`src/hw/rtl/kprt_pkg.sv`:
```
package kprt_pkg;

  localparam int ENTRIES = 64;
  localparam int IDX_W   = (ENTRIES > 1) ? $clog2(ENTRIES) : 1;
  localparam int DATA_W  = 32;
  localparam int RULE_W  = 3 * DATA_W;

  localparam logic [1:0] REQ_SET    = 2'd0;
  localparam logic [1:0] REQ_GET    = 2'd1;
  localparam logic [1:0] REQ_REMOVE = 2'd2;

  localparam logic [1:0] ST_OK        = 2'd0;
  localparam logic [1:0] ST_FULL      = 2'd1;
  localparam logic [1:0] ST_NOT_FOUND = 2'd2;

  localparam logic [1:0] CFG_DEF_CAPS  = 2'd0;
  localparam logic [1:0] CFG_DEF_QUOTA = 2'd1;
  localparam logic [1:0] CFG_DEF_PRIO  = 2'd2;

  localparam logic [DATA_W-1:0] RESET_DEF_CAPS  = 32'd0;
  localparam logic [DATA_W-1:0] RESET_DEF_QUOTA = 32'd1024;
  localparam logic [DATA_W-1:0] RESET_DEF_PRIO  = 32'd1;

  typedef struct packed {
    logic load_req;
    logic capture;
    logic act;
    logic load_out;
  } kprt_cmd_t;

endpackage

```
`src/hw/rtl/kprt_ctrl.sv`:
```
module kprt_ctrl import kprt_pkg::*; (
  input  logic      clk,
  input  logic      rst,
  input  logic      in_valid,
  output logic      in_ready,
  output logic      out_valid,
  input  logic      out_ready,
  output kprt_cmd_t cmd
);

  typedef enum logic [1:0] {
    S_IDLE,
    S_MATCH,
    S_ACT,
    S_DONE
  } state_t;

  state_t state;

  assign in_ready     = (state == S_IDLE);
  assign cmd.load_req = in_valid && in_ready;
  assign cmd.capture  = (state == S_MATCH);
  assign cmd.act      = (state == S_ACT);
  assign cmd.load_out = (state == S_DONE) && (!out_valid || out_ready);

  always_ff @(posedge clk) begin
    if (rst) begin
      state     <= S_IDLE;
      out_valid <= 1'b0;
    end else begin
      case (state)
        S_IDLE: begin
          if (cmd.load_req) begin
            state <= S_MATCH;
          end
        end
        S_MATCH: begin
          state <= S_ACT;
        end
        S_ACT: begin
          state <= S_DONE;
        end
        S_DONE: begin
          if (cmd.load_out) begin
            state <= S_IDLE;
          end
        end
        default: begin
          state <= S_IDLE;
        end
      endcase

      if (cmd.load_out) begin
        out_valid <= 1'b1;
      end else if (out_ready) begin
        out_valid <= 1'b0;
      end
    end
  end

endmodule

```
`config.mk`:
```
export PLATFORM = sky130hd
export DESIGN_NAME = kprt_ctrl
export DESIGN_NICKNAME = d
export VERILOG_FILES = /design/src/hw/rtl/kprt_pkg.sv /design/src/hw/rtl/kprt_ctrl.sv
export SDC_FILE = /design/constraint.sdc
export NUM_CORES = 1
export LEC_CHECK = 0
export BUFFER_PORTS_ARGS = -buffer_cell sky130_fd_sc_hd__clkbuf_2
export CAP_MARGIN = 20
export CELL_PAD_IN_SITES_DETAIL_PLACEMENT = 2
export CELL_PAD_IN_SITES_GLOBAL_PLACEMENT = 2
export CORE_AREA = 10 10 47 49
export DETAILED_ROUTE_END_ITERATION = 12
export DIE_AREA = 0 0 57 59
export PLACE_DENSITY = 0.5
export SETUP_SLACK_MARGIN = 0.1
export SYNTH_ARGS = -nofsm -noshare
export SYNTH_HDL_FRONTEND = slang
export SYNTH_SLANG_ARGS = --single-unit
```
`constraint.sdc`:
```
create_clock -name clk -period 1.5 [get_ports clk]
set_input_delay 0.3 -clock clk [delete_from_list [all_inputs] [get_ports clk]]
set_output_delay 0.3 -clock clk [all_outputs]
set_load 0.02 [all_outputs]
```
Yosys cells after proc, flatten, opt, wreduce, memory -nomap -nowiden
Index checks and enable logic that the tools add are counted.
{ "totals": {"out_inout_bits": 6, "wordCells": 19, "ff_bits": 3} }
{ "op_classes": {"eq_ne": 5, "n_reduce_logical": 7, "n_mux": 5} }
{ "op_table": {"columns": ["cell", "count"], "rows": [
  ["2-bit one-hot mux with 4 select lines", 1],
  ["2-bit equality test, second input constant", 2],
  ["2-bit two-way mux", 2],
  ["2-bit by 1-bit equality test with 1-bit output, second input constant", 1],
  ["1-bit logical AND", 2],
  ["2-bit zero test", 1],
  ["1-bit two-way mux", 2],
  ["2-bit by 1-bit != test with 1-bit output, second input constant", 1],
  ["2-bit != test, second input constant", 1],
  ["2-bit AND reduction", 1],
  ["2-bit nonzero test", 1],
  ["1-bit zero test", 1],
  ["1-bit logical OR", 1]
]} }

Depth between registers and ports, before layout
Gate-level depths: netlist of the first run.
{ "logic_depth": {"ltp_word": 5, "ltp_mapped": 5, "ltp_nobuf": 5} }

Least setup slack after synthesis of the first run
No wires, ideal clock.
{ "synth_timing": {"kind": "reg2reg", "startpoint": "register state[0]", "endpoint": "register state[1]", "stages_incl_launch_ff": 6, "period_less_slack_ns": 1.294, "path_slack_ns": 0.206, "t_arrival_ns": 1.179, "path_cell_list": "dfxtp_1 inv_1 ha_1 nor2b_1 o21a_1 o21a_1"} }
{ "synth_via": {"elab_chain_len": 4} }
{ "synth_rtl": {"columns": ["element", "line", "source"], "rows": [
  ["from (decl)", "kprt_ctrl.sv:18", "state_t state;"],
  ["from (signal assigned)", "kprt_ctrl.sv:28", "state <= S_IDLE;"],
  ["from (signal assigned)", "kprt_ctrl.sv:34", "state <= S_MATCH;"],
  ["from (signal assigned)", "kprt_ctrl.sv:38", "state <= S_ACT;"],
  ["2-bit zero test (*)", "kprt_ctrl.sv:20", "assign in_ready = (state == S_IDLE);"],
  ["named net in_ready", "kprt_ctrl.sv:5", "output logic in_ready,"],
  ["1-bit logical AND", "kprt_ctrl.sv:21", "assign cmd.load_req = in_valid && in_ready;"],
  ["2-bit by 1-bit != test with 1-bit output (no source line)", null, null],
  ["2-bit AND reduction (no source line)", null, null]
]} }
Mark *: on every way through the listed nets, which the timed path passes. The rest lies on a longest branch.
A chain may end at the register's enable or synchronous reset.

==> impl_metrics.env, run 1 <==
export IMPL_tightestPinTransition_ps=272.0
export IMPL_critPathCaptureType="output port"
export IMPL_finClkSkew_ps=3.006
export IMPL_p_sw_mw=0.3252
export IMPL_syn_num_nets=30
export IMPL_min_period_ps=1364
export IMPL_power_mw=0.8101
export IMPL_port_buffers=9
export IMPL_cp_arrival_ps=1060
export IMPL_cpLargestDelayFamily="flip-flops"
export IMPL_p_sw_share_pct=40.14
export IMPL_pwr_share_seq_pct=21.1
export IMPL_gp_congestion=0.7534
export IMPL_yosysWarnings=0
export IMPL_clkTransAtPathRegs_ps=40
export IMPL_nNetsFinal=47
export IMPL_leakage_nw=0.1759
export IMPL_period_share_pct=90.93
export IMPL_grt_usage_pct=5.147
export IMPL_vias_per_cell=4.093
export IMPL_final_antenna_net_count=0
export IMPL_num_rows=14
export IMPL_stdcell_area_um2=379.1
export IMPL_initial_core_util_pct=14.73
export IMPL_area_growth_pct=83.64
export IMPL_vdd_drop_max_mv=0.7998
export IMPL_fillers=168
export IMPL_syn_area_um2=206.4
export IMPL_grt_pass1_wl_um=1269
export IMPL_clockBufferDepth=2
export IMPL_syn_inst=22
export IMPL_antenna_found_initial=0
export IMPL_worst_path_buf_inv=2
export IMPL_die_area_um2=3363
export IMPL_drt_iter0_markers=0
export IMPL_maxCapViolCount=0
export IMPL_p_clk_share_pct=17.4
export IMPL_mostFrequentLayoutCell="clkbuf_2"
export IMPL_grt_pass1_vias=263
export IMPL_setup_viol=0
export IMPL_comb_power_share_pct=61.5
export IMPL_fmax_mhz=733.2
export IMPL_htree_levels=1
export IMPL_cts_tree="done"
export IMPL_yosysUniqueCellTypes=12
export IMPL_synth_seq_area_share_pct=29.09
export IMPL_hp_class="input port to flop"
export IMPL_io_pins=10
export IMPL_outcome="complete, no violations"
export IMPL_ys_ff_latch=3
export IMPL_slowest_stage="dfxtp_4"
export IMPL_ctsHoldBuffers=0
export IMPL_relSlewSlack_pct=81.83
export IMPL_drt_total_wl_um=753
export IMPL_core_area_um2=1401
export IMPL_cpPeakStageDelay_ps=360
export IMPL_antenna_cells=0
export IMPL_cp_required_ps=1200
export IMPL_finalHoldViolations=0
export IMPL_route_detailed_drc=0
export IMPL_slew_viol_final=0
export IMPL_cts_made_buffers=3
export IMPL_tns_ps=0
export IMPL_cp_cell_sequence="inv_2 > ha_4 > and2_4 > buf_8"
export IMPL_fin_hold_ws_ps=254.6
export IMPL_firstDrtPassIters=1
export IMPL_p_int_mw=0.4849
export IMPL_path_class="flop to output port"
export IMPL_drive_gt1_share_pct=65.79
export IMPL_cts_root_buf="clkbuf_4"
export IMPL_num_vias=221
export IMPL_place_area_um2=271.5
export IMPL_path_max_fanout=4
export IMPL_pwr_density_cell_nw_per_um2=2137
export IMPL_worst_skew_pair_late_latency_ps=230
export IMPL_overflow=0
export IMPL_wl_per_cell_um=13.94
export IMPL_dp_hpwl_um=601.7
export IMPL_fin_util_pct=27.05
export IMPL_clkSinkCount=3
export IMPL_startpoint_type="flop"
export IMPL_syn_avg_cell_area_um2=9.384
export IMPL_rsz0062_at_grt="yes"
export IMPL_grt_max_degree=5
export IMPL_chipHeight_um=59
export IMPL_final_cell_mix="6 x clkbuf_2, 4 x buf_4, 3 x clkbuf_4"
export IMPL_dieWidth_um=57
[kinds of logic (layout without fill, tap and decap cells)]
| family | count (synthesis) | count (layout) | synth area share [%] |
|---|---|---|---|
| adder cells (fa/ha/maj) | 4 | 4 | 24.24 |
| AND/OR/NAND/NOR | 8 | 8 | 26.67 |
| AO/OA/AOI/OAI | 4 | 4 | 14.54 |
| flip-flops | 3 | 3 | 29.09 |
| buffers and inverters | 3 | 19 | 5.454 |
[worst paths after layout]
kind	start	to	slack, ps	cells after the start
setup / recovery	state[1]	cmd[3]	140	4
hold / removal	rst	out_valid	250	2
setup reg to reg	state[1]	state[1]	300	5
hold reg to reg	state[1]	out_valid	660	3
[metrics by stage]
step | cells | worst slack (ps)
2_1_floorplan | 22 | 206.2
4_1_cts | 53 | 63.39
5_1_grt | 54 | 85.35
3_5_place_dp | 47 | 189.1
3_3_place_gp | 47 | 240.3
6_report | 54 | 136.1
[synth_stat cells, drive strengths merged]
| cell type | n | area, um2 |
|---|---|---|
| ha | 4 | 50.05 |
| dfxtp | 3 | 60.06 |
| inv | 3 | 11.26 |
| nor2 | 2 | 7.510 |
| nor2b | 2 | 12.51 |
| o21a | 2 | 15.01 |
| and2 | 1 | 6.260 |
| and2b | 1 | 8.760 |
| and3b | 1 | 12.51 |
| nor3b | 1 | 7.510 |
| o21ai | 1 | 5.000 |
| o311a | 1 | 10.01 |
[metal layers]
| metal | part of all wire [%] | up-vias | global-route usage (%) |
|---|---|---|---|
| met3 | 7.0 | 2 | 4.077 |
| met1 | 38 | 106 | 4.524 |
| met4 | 0.80 | 0 | 2.013 |
| met2 | 54 | 8 | 8.682 |
| li1 | - | 105 | - |
| met5 | 0 | - | 0 |
[registers in the layout, indices dropped and copies added (netlist names)]
name / flops
state: 2
out_valid: 1
[power by group through the flow]
stage               clock network, mW  registers, mW  logic, mW
global route                    0.160          0.177      0.565
detailed placement                  0          0.140      0.342
finish                          0.141          0.171      0.498
global placement                    0          0.136      0.329
CTS                             0.147          0.144      0.421
floorplan                           0          0.135      0.241
[what timing repair did]
action                                  CTS  global route
endpoints found under the setup margin    3             2
pin swaps                                 1             1
setup buffers                             2             1
resized for setup                         8            13
[cell type report]
| cell class | count | area, um2 | share of cell area, % |
|---|---|---|---|
| Multi-Input combinational cell | 16 | 165.2 | 43.56 |
| Timing Repair Buffer | 12 | 86.33 | 22.77 |
| Sequential cell | 3 | 67.56 | 17.82 |
| Clock buffer | 4 | 26.28 | 6.931 |
| Tap cell | 16 | 20.02 | 5.281 |
| Inverter | 3 | 13.76 | 3.630 |
No activity file was read; power rests on OpenSTA's default activity.
==> run 2, diff against run 1 <==
PLACE_DENSITY = 0.61   (was 0.5)
==> run 2 against run 1 <==
Sequential power increased by 5%. Global-route usage decreased by 0.27 points. Register-to-register slack about the same. Hold slack got worse by 6.2 ps. First-iteration DRC count increased by 1. Critical endpoint unchanged. Highest routed layer is now met3.
==> impl_metrics.env, run 2 (synthesis results as in run 1) <==
export IMPL_ctsHoldBuffers=0
export IMPL_port_buffers=9
export IMPL_dp_hpwl_um=566.4
export IMPL_fmax_mhz=731.4
export IMPL_fillers=168
export IMPL_period_share_pct=91.15
export IMPL_r2r_slack_ps=300
export IMPL_area_growth_pct=77.58
export IMPL_p_sw_share_pct=41.84
export IMPL_p_clk_share_pct=18.5
export IMPL_drt_total_wl_um=719
export IMPL_clkTransAtPathRegs_ps=40
export IMPL_tightestPinTransition_ps=247.9
export IMPL_pwr_density_cell_nw_per_um2=2128
export IMPL_clockBufferDepth=2
export IMPL_grt_usage_pct=4.875
export IMPL_grt_pass1_wl_um=1207
export IMPL_holdPathStages=2
export IMPL_grt_max_degree=5
export IMPL_cp_cell_sequence="inv_4 > ha_4 > and2_4 > buf_8"
export IMPL_die_area_um2=3363
export IMPL_overflow=0
export IMPL_cp_arrival_ps=1070
export IMPL_drive_gt1_share_pct=63.89
export IMPL_vdd_drop_max_mv=0.7513
export IMPL_finalHoldViolations=0
export IMPL_final_antenna_net_count=0
export IMPL_cts_tree="done"
export IMPL_comb_power_share_pct=58.4
export IMPL_clkSinkCount=3
export IMPL_cpPeakStageDelay_ps=370
export IMPL_wl_per_cell_um=13.83
export IMPL_initial_core_util_pct=14.73
export IMPL_antenna_found_initial=0
export IMPL_hp_class="input port to flop"
export IMPL_setup_slack_ps=132.7
export IMPL_core_area_um2=1401
export IMPL_nNetsFinal=45
export IMPL_grt_pass1_vias=247
export IMPL_startpoint_type="flop"
export IMPL_pre_cts_ws_ps=191.2
export IMPL_dieWidth_um=57
export IMPL_route_detailed_drc=0
export IMPL_drt_iter0_markers=1
export IMPL_path_class="flop to output port"
export IMPL_worst_skew_pair_late_latency_ps=240
export IMPL_tns_ps=0
export IMPL_chipHeight_um=59
export IMPL_maxCapViolCount=0
export IMPL_num_vias=210
export IMPL_r2r_cells=5
export IMPL_p_sw_mw=0.3264
export IMPL_cts_made_buffers=3
export IMPL_outcome="complete, no violations"
export IMPL_regMostFlops="state"
export IMPL_firstDrtPassIters=2
export IMPL_vias_per_cell=4.038
export IMPL_num_rows=14
export IMPL_slew_viol_final=0
export IMPL_pwr_share_seq_pct=23.0
export IMPL_mostFrequentLayoutCell="clkbuf_2"
export IMPL_largest_registers="state: 2 flops, out_valid: 1 flops"
export IMPL_min_period_ps=1367
export IMPL_setup_viol=0
export IMPL_antenna_cells=0
export IMPL_fin_hold_ws_ps=248.4
export IMPL_final_cell_mix="6 x clkbuf_2, 3 x clkbuf_4"
export IMPL_largest_reg_flops=2
export IMPL_leakage_nw=0.1660
export IMPL_gp_congestion=0.6830
export IMPL_cp_required_ps=1200
export IMPL_finClkSkew_ps=3.266
export IMPL_rsz0062_at_grt="yes"
export IMPL_slowest_stage="dfxtp_4"
export IMPL_io_pins=10
export IMPL_p_int_mw=0.4537
export IMPL_htree_levels=1
export IMPL_path_max_fanout=4
export IMPL_relSlewSlack_pct=83.44
export IMPL_critPathCaptureType="output port"
export IMPL_cts_root_buf="clkbuf_4"
[run 2: changes by cell type in the layout (fill, tap and decap cells not counted), sizes merged]
cell | previous run | this run
buf | 6 | 4
[run 2: repair_timing]
action                     4_1_cts  5_1_grt
buffers inserted                 1        0
hold endpoints to repair         0        0
pin swaps                        1        1
resized for setup               10       12
setup endpoints to repair        3        3
[run 2: worst max-delay path: cells and delay by family, from the launching register on]
| family | cells | cell delay, ps |
|---|---|---|
| flops | 1 | 370 |
| buf+inv | 2 | 170 |
| fa+ha+maj | 1 | 160 |
| simple gates | 1 | 130 |
[run 2: power groups by stage]
stage          Clock (mW)  Sequential (mW)  Combinational (mW)
6_report            0.145            0.180               0.456
5_1_grt             0.167            0.187               0.508
4_1_cts             0.151            0.150               0.413
3_5_place_dp            0            0.141               0.336
3_3_place_gp            0            0.136               0.326
2_1_floorplan           0            0.135               0.241
[run 2: layout make-up]
cell class | instances | area (um2) | area share [%]
multi-input cells | 16 | 165.2 | 45.05
repair buffers | 10 | 71.32 | 19.45
flip-flops and latches | 3 | 67.56 | 18.43
well taps | 16 | 20.02 | 5.461
clock buffers | 4 | 26.28 | 7.167
inverters | 3 | 16.27 | 4.437
[run 2: per-layer routing]
layer / global-route usage (%) / vias to the layer above / share of wire [%] / wire, um
met2: 8.217 / 10 / 53 / 381
met5: 0 / - / 0 / 0
met3: 4.077 / 0 / 8.2 / 59
li1: - / 100 / - / -
met1: 4.137 / 100 / 39 / 277
met4: 2.013 / 0 / 0 / 0
[run 2: per-stage QoR]
stage | utilization, % | instance area, um2 | power [mW] | cells
6_report | 26.16 | 366.6 | 0.7801 | 52
5_1_grt | 26.16 | 366.6 | 0.8620 | 52
4_1_cts | 23.84 | 334.1 | 0.7147 | 52
3_5_place_dp | 19.38 | 271.5 | 0.4768 | 47
3_3_place_gp | 19.38 | 271.5 | 0.4621 | 47
2_1_floorplan | - | 206.4 | 0.3769 | 22
[run 2: worst paths after layout]
path            start   endpoint
min reg2reg  state[1]   state[1]
max          state[0]     cmd[3]
max reg2reg  state[0]   state[1]
min               rst  out_valid
==> run 3, diff against run 2 <==
ABC_AREA = 1   (was default)
PLACE_DENSITY = 0.66   (was 0.61)
==> run 3 against run 2 <==
Synthesized cell count rose by 36%. Via count fell by 0.95%. Clock skew fell by 2.0 ps. Worst setup slack improved by 21 ps. Critical path type unchanged. Hold slack got worse by 9.0 ps. First-iteration DRC count fell by 100%. Total power fell by 11%. Global-route usage fell by 1.0 points. Largest power group unchanged. Utilization fell by 1.2 points.
==> impl_metrics.env, run 3 <==
export IMPL_hp_class="input port to flop"
export IMPL_ys_flop_type="dfxtp_1"
export IMPL_overflow=0
export IMPL_syn_avg_cell_area_um2=6.965
export IMPL_yosysWarnings=0
export IMPL_cts_made_buffers=3
export IMPL_wl_per_cell_um=9.356
export IMPL_slew_viol_final=0
export IMPL_dieWidth_um=57
export IMPL_path_max_fanout=4
export IMPL_cpPeakStageDelay_ps=370
export IMPL_grt_pass1_vias=242
export IMPL_port_buffers=9
export IMPL_tns_ps=0
export IMPL_synth_area_top_cells="dfxtp_1 29%, ha_1 24%, inv_1 14%"
export IMPL_fillers=183
export IMPL_clkSinkCount=3
export IMPL_pre_cts_ws_ps=250.8
export IMPL_synth_top_area_share_pct=28.74
export IMPL_top_usage_layer="met2"
export IMPL_drt_total_wl_um=552
export IMPL_dp_hpwl_um=470.6
export IMPL_chipHeight_um=59
export IMPL_finalHoldViolations=0
export IMPL_worst_path_buf_inv=2
export IMPL_tightestPinTransition_ps=165.8
export IMPL_syn_inst=30
export IMPL_initial_core_util_pct=14.91
export IMPL_largest_reg_flops=2
export IMPL_core_area_um2=1401
export IMPL_ys_ff_latch=3
export IMPL_grt_pass1_wl_um=972
export IMPL_cp_required_ps=1200
export IMPL_vdd_drop_max_mv=0.5413
export IMPL_synth_seq_area_share_pct=28.74
export IMPL_maxCapViolCount=0
export IMPL_area_growth_pct=67.66
export IMPL_clkTransAtPathRegs_ps=40
export IMPL_startpoint_type="flop"
export IMPL_firstDrtPassIters=1
export IMPL_gp_congestion=0.6505
export IMPL_vias_per_cell=3.525
export IMPL_use_met1_pct=3.787
export IMPL_grt_usage_pct=3.841
export IMPL_die_area_um2=3363
export IMPL_clockBufferDepth=2
export IMPL_synth_edf_count=0
export IMPL_route_detailed_drc=0
export IMPL_final_antenna_net_count=0
export IMPL_nNetsFinal=52
export IMPL_fmax_mhz=742.8
export IMPL_cts_root_buf="clkbuf_4"
export IMPL_rsz0062_at_grt="yes"
export IMPL_num_rows=14
export IMPL_drt_iter0_markers=0
export IMPL_cp_cell_sequence="ha_4 > inv_1 > a21oi_2 > buf_4"
export IMPL_min_period_ps=1346
export IMPL_synth_top_cell_by_area="dfxtp_1"
export IMPL_worst_skew_pair_late_latency_ps=230
export IMPL_drive_gt1_share_pct=46.51
export IMPL_htree_levels=1
export IMPL_finClkSkew_ps=1.303
export IMPL_synth_most_common_cell="inv_1"
export IMPL_met2_usage_pct=5.271
export IMPL_io_pins=10
export IMPL_path_class="flop to output port"
export IMPL_num_vias=208
export IMPL_mostFrequentLayoutCell="clkbuf_2"
export IMPL_antenna_found_initial=0
export IMPL_postCtsSetupRepairBufs=0
export IMPL_multi_input_area_um2=147.6
export IMPL_async_flop_share_pct=0
export IMPL_slowest_stage="dfxtp_4"
export IMPL_critPathCaptureType="output port"
export IMPL_antenna_cells=0
export IMPL_final_cell_mix="7 x clkbuf_2, 6 x inv_1, 6 x nand2_1"
export IMPL_met3_usage_pct=1.717
export IMPL_cpLargestDelayFamily="flip-flops"
export IMPL_pwr_density_cell_nw_per_um2=1992
export IMPL_grt_max_degree=5
export IMPL_setup_slack_ps=153.8
export IMPL_largest_registers="state: 2 flops, out_valid: 1 flops"
export IMPL_leakage_nw=0.1776
export IMPL_period_share_pct=89.75
export IMPL_outcome="complete, no violations"
export IMPL_yosysUniqueCellTypes=8
export IMPL_regMostFlops="state"
export IMPL_synth_common_cells="8 x inv_1, 6 x nand2_1, 4 x a21oi_1, 4 x ha_1"
export IMPL_regArea_um2=67.56
export IMPL_cp_arrival_ps=1050
export IMPL_relSlewSlack_pct=88.93
export IMPL_syn_area_um2=209.0
export IMPL_syn_num_nets=38
export IMPL_setup_viol=0
export IMPL_cts_tree="done"
run 3: cell types whose count changed in the layout (fill, tap and decap cells not counted), sizes merged, moves of 2 or more:
cell	delta
nor2b	-2
nand3	+2
buf	-2
a21oi	+4
nand2	+6
o21a	-2
inv	+5
run 3: routing by layer:
metal | vias to the layer above | routed length (um)
li1 | 114 | -
met1 | 90 | 227
met4 | 0 | 0
met5 | - | 0
met2 | 4 | 278
met3 | 0 | 46
run 3: repair_timing:
item | in CTS | in global routing
hold buffers | 0 | 0
pin swaps | 1 | 0
gates resized for setup | 12 | 6
setup endpoints to repair | 3 | 2
run 3: cell type report:
cell class | count | share of cell area (%)
clock buffers | 4 | 7.500
inverters | 8 | 10.00
multi-input cells | 19 | 42.14
flip-flops and latches | 3 | 19.29
well taps | 16 | 5.714
repair buffers | 9 | 15.36
run 3: cells by family after synthesis:
family          share of synthesized area [%]
buf+inv                                 14.37
simple gates                            23.35
fa+ha+maj                               23.95
flops                                   28.74
compound gates                          9.581
run 3: stage by stage:
step | utilization [%] | total power [mW] | instance area, um2 | cells | hold slack, ps
final | 25.00 | 0.6977 | 350.3 | 59 | 239.4
after global routing | 25.00 | 0.7743 | 350.3 | 59 | 266.2
after CTS | 24.11 | 0.6952 | 337.8 | 59 | 230.1
after detailed placement | 19.55 | 0.4708 | 274.0 | 55 | 479.2
after global placement | 19.55 | 0.4643 | 274.0 | 55 | 477.7
after floorplan | - | 0.3759 | 209.0 | 30 | 369.1
run 3: worst register-to-register path, cell delays in order (launching register included):
cell and delay, ps:
dfxtp_4 370, inv_4 50, ha_4 160, nand2_1 100, nand3_1 100, nand2_1 70, nor2_1 40
run 3: final timing paths:
kind,from,endpoint,slack (ps),cells past startpoint
setup reg to reg,state[1],state[1],510,6
setup / recovery,state[0],cmd[0],150,4
hold reg to reg,out_valid,out_valid,510,2
hold / removal,rst,out_valid,240,2
run 3: where the power goes:
part / switching [mW] / leakage [nW] / internal [mW]
registers: 0.0536 / 0.0259 / 0.124
clock network: 0.0386 / 0.0150 / 0.0995
logic: 0.222 / 0.137 / 0.160
